==> src/hw/rtl/ialt_pkg.sv <==
// Shared types, codes and character constants for the indent-aware tokenizer.
package ialt_pkg;

	localparam int COUNT_WIDTH_DEF = 16;
	localparam int RQ_DEPTH        = 4;
	localparam int RQ_PW           = $clog2(RQ_DEPTH);
	localparam int OUT_CW          = 16;

	localparam logic [1:0] KIND_INDENT = 2'd0;
	localparam logic [1:0] KIND_BYTE   = 2'd1;
	localparam logic [1:0] KIND_END    = 2'd2;

	localparam logic [7:0] CH_SPACE  = 8'h20;
	localparam logic [7:0] CH_TAB    = 8'h09;
	localparam logic [7:0] CH_NL     = 8'h0A;
	localparam logic [7:0] CH_VT     = 8'h0B;
	localparam logic [7:0] CH_FF     = 8'h0C;
	localparam logic [7:0] CH_CR     = 8'h0D;
	localparam logic [7:0] CH_LPAREN = 8'h28;
	localparam logic [7:0] CH_RPAREN = 8'h29;
	localparam logic [7:0] CH_SEMI   = 8'h3B;
	localparam logic [7:0] CH_DQUOTE = 8'h22;
	localparam logic [7:0] CH_COMMA  = 8'h2C;
	localparam logic [7:0] CH_SQUOTE = 8'h27;
	localparam logic [7:0] CH_BTICK  = 8'h60;
	localparam logic [7:0] CH_AT     = 8'h40;
	localparam logic [7:0] CH_COLON  = 8'h3A;
	localparam logic [7:0] CH_TILDE  = 8'h7E;
	localparam logic [7:0] CH_BANG   = 8'h21;
	localparam logic [7:0] CH_DOT    = 8'h2E;
	localparam logic [7:0] CH_AMP    = 8'h26;
	localparam logic [7:0] CH_BSLASH = 8'h5C;

	typedef enum logic [2:0] {
		M_INIT    = 3'd0,
		M_INDENT  = 3'd1,
		M_COMMENT = 3'd2,
		M_BETWEEN = 3'd3,
		M_WORD    = 3'd4,
		M_STRING  = 3'd5,
		M_ESCAPE  = 3'd6,
		M_UNQUOTE = 3'd7
	} ialt_mode_t;

	typedef struct packed {
		logic [1:0]        kind;
		logic [7:0]        byte_out;
		logic              first_byte;
		logic [OUT_CW-1:0] indent_level;
		logic [OUT_CW-1:0] spaces_before;
	} ialt_res_t;

	// all results caused by one input byte, res[0] goes out first
	typedef struct packed {
		logic [1:0]           n;
		ialt_res_t [2:0]      res;
	} ialt_grp_t;

	function automatic logic is_ws(logic [7:0] c);
		return c == CH_SPACE || c == CH_TAB || c == CH_NL || c == CH_CR ||
			c == CH_VT || c == CH_FF;
	endfunction

	function automatic logic is_punct(logic [7:0] c);
		return c == CH_LPAREN || c == CH_RPAREN || c == CH_SEMI || c == CH_DQUOTE;
	endfunction

	function automatic logic is_quote(logic [7:0] c);
		return c == CH_COMMA || c == CH_SQUOTE || c == CH_BTICK || c == CH_AT;
	endfunction

	function automatic logic is_ssyntax(logic [7:0] c);
		return c == CH_COLON || c == CH_TILDE || c == CH_BANG || c == CH_DOT ||
			c == CH_AMP;
	endfunction

	function automatic ialt_res_t mk_res(logic [1:0] kind, logic [7:0] b, logic first,
			logic [OUT_CW-1:0] ind, logic [OUT_CW-1:0] sp);
		ialt_res_t r;
		r.kind          = kind;
		r.byte_out      = b;
		r.first_byte    = first;
		r.indent_level  = ind;
		r.spaces_before = sp;
		return r;
	endfunction

	function automatic ialt_grp_t grp_put(ialt_grp_t g, ialt_res_t r);
		ialt_grp_t o;
		o = g;
		case (g.n)
			2'd0: o.res[0] = r;
			2'd1: o.res[1] = r;
			2'd2: o.res[2] = r;
			default: ;
		endcase
		if (g.n != 2'd3)
			o.n = g.n + 2'd1;
		return o;
	endfunction

endpackage

==> src/hw/rtl/ialt_core.sv <==
// Tokenizer state machine: consumes one byte per beat and builds its result group.
module ialt_core #(
	parameter int COUNT_WIDTH = ialt_pkg::COUNT_WIDTH_DEF
) (
	input  logic                clk,
	input  logic                arst_n,
	input  logic                acc,
	input  logic [7:0]          ch,
	input  logic                end_of_input,
	output logic                push,
	output ialt_pkg::ialt_grp_t grp
);
	import ialt_pkg::*;

	localparam int CWP = COUNT_WIDTH + 1;

	ialt_mode_t             mode_q, mode_d;
	logic [COUNT_WIDTH-1:0] indent_cnt_q, indent_cnt_d;
	logic [COUNT_WIDTH-1:0] cur_indent_q, cur_indent_d;
	logic [COUNT_WIDTH-1:0] space_cnt_q, space_cnt_d;
	logic [7:0]             prev_byte_q, prev_byte_d;
	logic                   colon_q, colon_d;
	logic                   do_btw, do_start;
	logic [COUNT_WIDTH-1:0] sp_save;
	ialt_grp_t              g;

	function automatic logic [COUNT_WIDTH-1:0] sat_add(logic [COUNT_WIDTH-1:0] a,
			logic [1:0] k);
		logic [COUNT_WIDTH:0] s;
		s = {1'b0, a} + CWP'(k);
		return s[COUNT_WIDTH] ? '1 : s[COUNT_WIDTH-1:0];
	endfunction

	always_ff @(posedge clk or negedge arst_n) begin
		if (!arst_n) begin
			mode_q       <= M_INIT;
			indent_cnt_q <= '0;
			cur_indent_q <= '0;
			space_cnt_q  <= '0;
			prev_byte_q  <= '0;
			colon_q      <= 1'b0;
		end else if (acc) begin
			mode_q       <= mode_d;
			indent_cnt_q <= indent_cnt_d;
			cur_indent_q <= cur_indent_d;
			space_cnt_q  <= space_cnt_d;
			prev_byte_q  <= prev_byte_d;
			colon_q      <= colon_d;
		end
	end

	always_comb begin
		mode_d       = mode_q;
		indent_cnt_d = indent_cnt_q;
		cur_indent_d = cur_indent_q;
		space_cnt_d  = space_cnt_q;
		prev_byte_d  = prev_byte_q;
		colon_d      = colon_q;
		do_btw       = 1'b0;
		do_start     = 1'b0;
		sp_save      = '0;
		g            = '0;

		if (end_of_input) begin
			if (mode_q == M_WORD) begin
				if (!colon_q)
					g = grp_put(g, mk_res(KIND_END, '0, 1'b0, '0, '0));
			end else if (mode_q == M_STRING || mode_q == M_ESCAPE ||
					mode_q == M_UNQUOTE) begin
				g = grp_put(g, mk_res(KIND_END, '0, 1'b0, '0, '0));
			end
			mode_d       = M_INIT;
			indent_cnt_d = '0;
			cur_indent_d = '0;
			space_cnt_d  = '0;
			prev_byte_d  = '0;
			colon_d      = 1'b0;
		end else begin
			case (mode_q)
				M_INIT, M_INDENT: begin
					if (ch == CH_SEMI) begin
						mode_d = M_COMMENT;
					end else if (ch == CH_NL) begin
						indent_cnt_d = '0;
					end else if (ch == CH_SPACE) begin
						indent_cnt_d = sat_add(indent_cnt_q, 2'd1);
					end else if (ch == CH_TAB) begin
						indent_cnt_d = sat_add(indent_cnt_q, 2'd2);
					end else if (!is_ws(ch)) begin
						cur_indent_d = indent_cnt_q;
						g = grp_put(g, mk_res(KIND_INDENT, '0, 1'b0,
							OUT_CW'(indent_cnt_q), '0));
						space_cnt_d = '0;
						do_start    = 1'b1;
					end
				end
				M_COMMENT: begin
					if (ch == CH_NL) begin
						mode_d       = M_INDENT;
						indent_cnt_d = '0;
					end
				end
				M_BETWEEN: begin
					do_btw = 1'b1;
				end
				M_WORD: begin
					if (is_ws(ch) || is_punct(ch) ||
							(is_quote(ch) && !is_ssyntax(prev_byte_q))) begin
						// close the word; a held lone colon vanishes
						if (colon_q)
							colon_d = 1'b0;
						else
							g = grp_put(g, mk_res(KIND_END, '0, 1'b0, '0, '0));
						space_cnt_d = '0;
						mode_d      = M_BETWEEN;
						do_btw      = 1'b1;
					end else begin
						if (colon_q) begin
							g = grp_put(g, mk_res(KIND_BYTE, CH_COLON, 1'b1,
								OUT_CW'(cur_indent_q), OUT_CW'(space_cnt_q)));
							space_cnt_d = '0;
							colon_d     = 1'b0;
						end
						g = grp_put(g, mk_res(KIND_BYTE, ch, 1'b0, '0, '0));
						prev_byte_d = ch;
					end
				end
				M_STRING: begin
					g = grp_put(g, mk_res(KIND_BYTE, ch, 1'b0, '0, '0));
					if (ch == CH_BSLASH) begin
						mode_d = M_ESCAPE;
					end else if (ch == CH_DQUOTE) begin
						g = grp_put(g, mk_res(KIND_END, '0, 1'b0, '0, '0));
						space_cnt_d = '0;
						mode_d      = M_BETWEEN;
					end
				end
				M_ESCAPE: begin
					g = grp_put(g, mk_res(KIND_BYTE, ch, 1'b0, '0, '0));
					mode_d = M_STRING;
				end
				M_UNQUOTE: begin
					if (ch == CH_AT) begin
						g = grp_put(g, mk_res(KIND_BYTE, ch, 1'b0, '0, '0));
						g = grp_put(g, mk_res(KIND_END, '0, 1'b0, '0, '0));
						space_cnt_d = '0;
						mode_d      = M_BETWEEN;
					end else begin
						g = grp_put(g, mk_res(KIND_END, '0, 1'b0, '0, '0));
						space_cnt_d = '0;
						mode_d      = M_BETWEEN;
						do_btw      = 1'b1;
					end
				end
				default: ;
			endcase

			// byte seen between tokens (also the byte that ended a word or comma)
			if (do_btw) begin
				if (ch == CH_NL) begin
					mode_d       = M_INDENT;
					indent_cnt_d = '0;
					space_cnt_d  = '0;
				end else if (ch == CH_SEMI) begin
					mode_d       = M_COMMENT;
					indent_cnt_d = '0;
					space_cnt_d  = '0;
				end else if (ch == CH_SPACE) begin
					space_cnt_d = sat_add(space_cnt_d, 2'd1);
				end else if (ch == CH_TAB) begin
					space_cnt_d = sat_add(space_cnt_d, 2'd2);
				end else if (!is_ws(ch)) begin
					do_start = 1'b1;
				end
			end

			if (do_start) begin
				sp_save = space_cnt_d;
				if (ch == CH_COLON) begin
					colon_d     = 1'b1;
					prev_byte_d = ch;
					mode_d      = M_WORD;
				end else begin
					space_cnt_d = '0;
					g = grp_put(g, mk_res(KIND_BYTE, ch, 1'b1,
						OUT_CW'(cur_indent_d), OUT_CW'(sp_save)));
					if (ch == CH_DQUOTE) begin
						mode_d = M_STRING;
					end else if (ch == CH_COMMA) begin
						mode_d = M_UNQUOTE;
					end else if (ch == CH_LPAREN || ch == CH_RPAREN || is_quote(ch)) begin
						g = grp_put(g, mk_res(KIND_END, '0, 1'b0, '0, '0));
						mode_d = M_BETWEEN;
					end else begin
						prev_byte_d = ch;
						mode_d      = M_WORD;
					end
				end
			end
		end
	end

	assign grp  = g;
	assign push = acc && (g.n != 2'd0);

endmodule

==> src/hw/rtl/ialt_rq.sv <==
// Result queue: holds result groups and hands them out one result per beat.
module ialt_rq (
	input  logic                clk,
	input  logic                arst_n,
	input  logic                push,
	input  ialt_pkg::ialt_grp_t push_grp,
	output logic                full,
	output logic                res_valid,
	input  logic                res_ready,
	output ialt_pkg::ialt_res_t res,
	output logic                res_last
);
	import ialt_pkg::*;

	ialt_grp_t        mem_q [RQ_DEPTH];
	logic [RQ_PW-1:0] wr_ptr_q, rd_ptr_q;
	logic [RQ_PW:0]   cnt_q;
	logic [1:0]       sub_q;
	ialt_grp_t        head;
	logic             pop;

	assign head      = mem_q[rd_ptr_q];
	assign res_valid = cnt_q != '0;
	assign res       = head.res[sub_q];
	assign res_last  = sub_q == (head.n - 2'd1);
	assign pop       = res_valid && res_ready && res_last;
	assign full      = cnt_q == (RQ_PW + 1)'(RQ_DEPTH);

	always_ff @(posedge clk) begin
		if (push)
			mem_q[wr_ptr_q] <= push_grp;
	end

	always_ff @(posedge clk or negedge arst_n) begin
		if (!arst_n) begin
			wr_ptr_q <= '0;
			rd_ptr_q <= '0;
			cnt_q    <= '0;
			sub_q    <= '0;
		end else begin
			if (push)
				wr_ptr_q <= wr_ptr_q + 1'b1;
			if (pop) begin
				rd_ptr_q <= rd_ptr_q + 1'b1;
				sub_q    <= '0;
			end else if (res_valid && res_ready) begin
				sub_q <= sub_q + 2'd1;
			end
			if (push && !pop)
				cnt_q <= cnt_q + 1'b1;
			else if (pop && !push)
				cnt_q <= cnt_q - 1'b1;
		end
	end

endmodule

==> src/hw/rtl/indent_aware_lisp_tokenizer_unit.sv <==
// Top level of the indent-aware tokenizer: byte input, token result stream.
// Takes one source byte per cycle whenever the result queue has a free slot;
// each byte yields zero to three results, all produced in the cycle it is
// taken and queued as one group (the queue holds four groups). Results leave
// at one per cycle while res_ready is high, through the single result port;
// a byte with no results queues no group. Results are registered in the
// queue before they leave. An end-of-input beat closes any open token and
// returns the tokenizer to its reset state.
module indent_aware_lisp_tokenizer_unit #(
	parameter int COUNT_WIDTH = ialt_pkg::COUNT_WIDTH_DEF
) (
	input  logic        clk,
	input  logic        arst_n,
	input  logic        src_valid,
	output logic        src_ready,
	input  logic [7:0]  ch,
	input  logic        end_of_input,
	output logic        res_valid,
	input  logic        res_ready,
	output logic [1:0]  kind,
	output logic [7:0]  byte_out,
	output logic        first_byte,
	output logic [15:0] indent_level,
	output logic [15:0] spaces_before,
	output logic        last
);
	import ialt_pkg::*;

	logic      acc, push, full;
	ialt_grp_t grp;
	ialt_res_t res;

	assign src_ready = !full;
	assign acc       = src_valid && src_ready;

	ialt_core #(
		.COUNT_WIDTH(COUNT_WIDTH)
	) u_core (
		.clk          (clk),
		.arst_n       (arst_n),
		.acc          (acc),
		.ch           (ch),
		.end_of_input (end_of_input),
		.push         (push),
		.grp          (grp)
	);

	ialt_rq u_rq (
		.clk       (clk),
		.arst_n    (arst_n),
		.push      (push),
		.push_grp  (grp),
		.full      (full),
		.res_valid (res_valid),
		.res_ready (res_ready),
		.res       (res),
		.res_last  (last)
	);

	assign kind          = res.kind;
	assign byte_out      = res.byte_out;
	assign first_byte    = res.first_byte;
	assign indent_level  = res.indent_level;
	assign spaces_before = res.spaces_before;

endmodule

==> config.mk <==
export PLATFORM = sky130hd
export DESIGN_NAME = indent_aware_lisp_tokenizer_unit
export DESIGN_NICKNAME = d
export VERILOG_FILES = /design/src/hw/rtl/ialt_pkg.sv /design/src/hw/rtl/ialt_core.sv /design/src/hw/rtl/ialt_rq.sv /design/src/hw/rtl/indent_aware_lisp_tokenizer_unit.sv
export SDC_FILE = /design/constraint.sdc
export NUM_CORES = 1
export LEC_CHECK = 0
export ABC_AREA = 1
export BUFFER_PORTS_ARGS = -buffer_cell sky130_fd_sc_hd__buf_2
export CAP_MARGIN = 10
export CORE_MARGIN = 10
export CORE_UTILIZATION = 31
export DETAILED_ROUTE_END_ITERATION = 8
export PLACE_DENSITY = 0.54
export SLEW_MARGIN = 20
export SYNTH_ARGS = -nofsm -noshare
export SYNTH_HDL_FRONTEND = slang
export SYNTH_SLANG_ARGS = --single-unit
==> constraint.sdc <==
create_clock -name clk -period 12 [get_ports clk]
set_clock_uncertainty 0.2 [all_clocks]
set_input_delay 1.2 -clock clk [delete_from_list [all_inputs] [get_ports clk]]
set_output_delay 1.2 -clock clk [all_outputs]
set_load 0.05 [all_outputs]
==> run summary <==
Count of pins over their slew limit = 0
Area share of the leading cell type in the synthesized netlist = 0.587
Post-layout worst setup margin = 5.35 ns
Worst r2r src = u_core.prev_byte_q[1]$_DFFE_PN0P_
CTS clk-pin slew, worst paths = 0.06 ns
Worst hold slack = 0.315 ns
Nature of the critical path endpoint = flop
Setup repair after global routing missed its margin = no
Average wire per cell in the routed design = 19.0 um
Quantity of hold-fixing buffers added after cts = 0
Avg Vias per Cell = 4.92
Type of the worst setup path = input port to flop
Part of the cycle the worst path needs = 0.554
Cell type with the highest aggregate area in the netlist = edfxtp_1
Total negative slack for setup checks = 0 ns
Synthesized area divided by synthesized cell count = 10.8 um2
Power density cells = 263 nW/um2
Worst hold-check path type = input port to asynchronous set/reset pin
Post-detail-place hpwl = 44600 um
Fraction of final layout cells with drive strength greater than 1 = 0.0863
Overall die area = 97900 um2
Highest cell delay on the worst timing path = 0.85 ns
Top delay family on crit path = simple AND/OR/NAND/NOR gates
Met1 Usage GRT = 0.203
Maximum number of pins on one net before global-route repair = 186
Primary flip-flop cell chosen by synthesis mapping = edfxtp_1
Antenna fix cells = 0
Number of remaining DRC errors = 0
Number of enable flip-flop cells after synthesis = 520
Hold Violations, Final = 0
Num CTS Buffers = 67
Weighted congestion at the end of routability-driven global placement = 0.898
Antenna Violating Nets Remaining = 0
Die X = 313 um
Cell total after placement = 3772
Violation count after the first detailed-route iteration = 1875
Count of input and output buffers = 58
Peak VDD IR = 0.188 mV
Number of cell instances on the worst register-to-register path = 20
Result of the run = finished, final reports clean
Fraction of the mapped netlist area in adder cells = 0.00499
Final Util = 0.363
Main combinational cell family by area after synthesis = compound AO/OA/AOI/OAI gates
Starting utilization of the core area = 0.312
Routed wire length = 74100 um
Placeable core area = 85100 um2
CP Data Arrival Time = 6.69 ns
Postcts setup bufs = 0
Source-to-sink clock delay at the later pin of the worst-skew pair = 0.63 ns
Area overhead of the layout relative to synthesis = 16.3%
Vias in the first global route = 18300
Total GRT Usage = 0.147
Clock tree buffer depth = 3
Crit. path cell count = 21
Fraction of synthesized area in multiplexers = 0
Num Clock Sinks = 589
GRT Max-Usage Layer = met2
CP Launch Type = input port
Met2 routing resource usage after global routing = 0.230
Area taken by multi-input logic gates = 8890 um2
Rel. slew slack = 0.238
Chip height = 313 um
Area used by sequential logic in the layout = 17400 um2
Non-Filler Instances = 3890
Number of warnings reported in the yosys synthesis log = 0
Share of the yosys chip area belonging to registers = 0.652
Peak fanout along the critical path = 55
Filler cell count = 8555
Number of instances resized during post-cts repair = 0
Root buffer cell = clkbuf_16
Clock period minus worst slack = 6.65 ns
Nets = 2720
Synth Area in Compound Gates = 0.150
Number of rows created at floorplan = 107
Distinct cells, synth = 58
GR Overflow Total = 0
TritonCTS clock tree = done
Mapped cell area = 26600 um2
Number of levels in the clock H-tree = 3
Buffer and inverter count on the worst path = 4
Leakage power figure = 0.0111 uW
Post-Place Setup Slack = 4.73 ns
Worst endpoint required time = 12.04 ns
Number of max-cap violations = 0
Post-Syn Instances = 2461
Antenna violations before repair = 0
Area contributors post-synth = edfxtp_1, dfrtp_1, o21ai_0
Async S/R FF share, synth = 0.117
Finish-stage setup viols = 0
Basic-gate share of the synthesized area counting and, or, nand and nor cells = 0.137
Measured slew at the worst slew-check pin = 1.14 ns
Drt pass-1 iters = 5
Cell-by-cell listing of the critical path = buf_2 -> inv_2 -> nor2_1 -> nand2_1 -> nor2_2 -> nor2_4 -> nand3_4 -> nor2_4 -> a21oi_2 -> nor3_4 -> nand2_1 -> nand2_1 -> clkinv_2 -> nand2_4 -> nor2_4 -> nand2_1 -> nand3_1 -> nand3_1 -> nand2_2 -> nor2_4 -> buf_4
Maximum clock rate = 0.150 GHz
Top-Level Pins = 59
First-pass GRT wire length = 113000 um
Routing usage on met3 = 0.0305
Origin of the worst setup path = ch[5]
Synthesized-area fraction occupied by xor and xnor cells = 0.00856
DR vias = 19100
Slowest CP cell = nor2_4
#FFs+latches synth = 589
-- sequential cells by signal, indices dropped and copies added (netlist names), 3 cells and up --
| signal | cells |
|---|---|
| u_rq.mem_q | 520 |
| u_rq.cnt_q | 3 |
| u_core.prev_byte_q | 8 |
| u_core.space_cnt_q | 16 |
| u_core.mode_q | 3 |
| u_core.cur_indent_q | 16 |
| u_core.indent_cnt_q | 16 |
-- where the power goes --
part / leakage, uW / total (uW) / switching (uW) / internal (uW)
logic: 0.00437 / 3260 / 2530 / 730
registers: 0.00573 / 2940 / 198 / 2740
clock network: 0.00101 / 1940 / 835 / 1100
-- cell usage in the layout (no fill, tap or decap), types with 66 or more instances in the layout --
master	synthesis	final
o22ai_1	103	103
o221ai_1	67	67
nand2_1	312	312
clkbuf_16	0	68
nor2_1	365	360
edfxtp_1	520	520
conb_1	1	228
dfrtp_1	69	66
inv_1	161	160
o21ai_0	320	320
nand3_1	73	73
-- final timing paths --
| kind | endpoint | slack (ns) |
|---|---|---|
| worst max register to register | u_rq.mem_q[0][54]$_DFFE_PP_ | 5.99 |
| max in group asynchronous | u_core.space_cnt_q[5]$_DFFE_PN0P_ | 10.26 |
| worst max-delay path | u_rq.mem_q[0][54]$_DFFE_PP_ | 5.35 |
| min in group clk | u_core.prev_byte_q[5]$_DFFE_PN0P_ | 0.33 |
| worst min-delay path | u_core.cur_indent_q[6]$_DFFE_PN0P_ | 0.31 |
| worst min register to register | u_core.prev_byte_q[5]$_DFFE_PN0P_ | 0.33 |
-- synthesized netlist by cell type (all sizes together), types with 3 or more instances --
master	instances
dfrtp	69
xor2	24
edfxtp	520
a221oi	3
nand4	16
a32oi	8
nand2	317
o22ai	103
o21ai	329
nor4	5
inv	172
nor2	384
a21oi	63
buf	22
a32o	23
nor3	54
clkinv	5
nand3	80
a211oi	17
o221ai	67
o211ai	24
ha	9
clkbuf	121
-- routing by layer --
layer	vias up	part of all wire
met1	9319	0.46
li1	9149	-
met4	0	0.025
met5	-	0
met3	109	0.064
met2	544	0.45
-- final cells by class --
class	count	share of cell area
clock inverter	26	0.00769
multi-input combinational	1779	0.288
timing repair buffer	83	0.0159
inverter	177	0.0219
sequential	589	0.561
tap	1144	0.0463
clock buffer	92	0.0593
-- through the flow --
step | instance area (um2) | power (uW)
6_report | 30900 | 8130
5_1_grt | 30900 | 8590
4_1_cts | 30900 | 8230
3_5_place_dp | 28800 | 6270
3_3_place_gp | 28800 | 6270
2_1_floorplan | 27400 | 5220
-- cells by family (layout without fill, tap and decap cells) --
group,after synthesis,in the layout
compound gates,656,656
fa+ha+maj,10,10
simple gates,859,859
buf+inv,320,378
flops,589,589
other cells,1,228
xor+xnor,26,26
(Power assumes the default switching activity.)
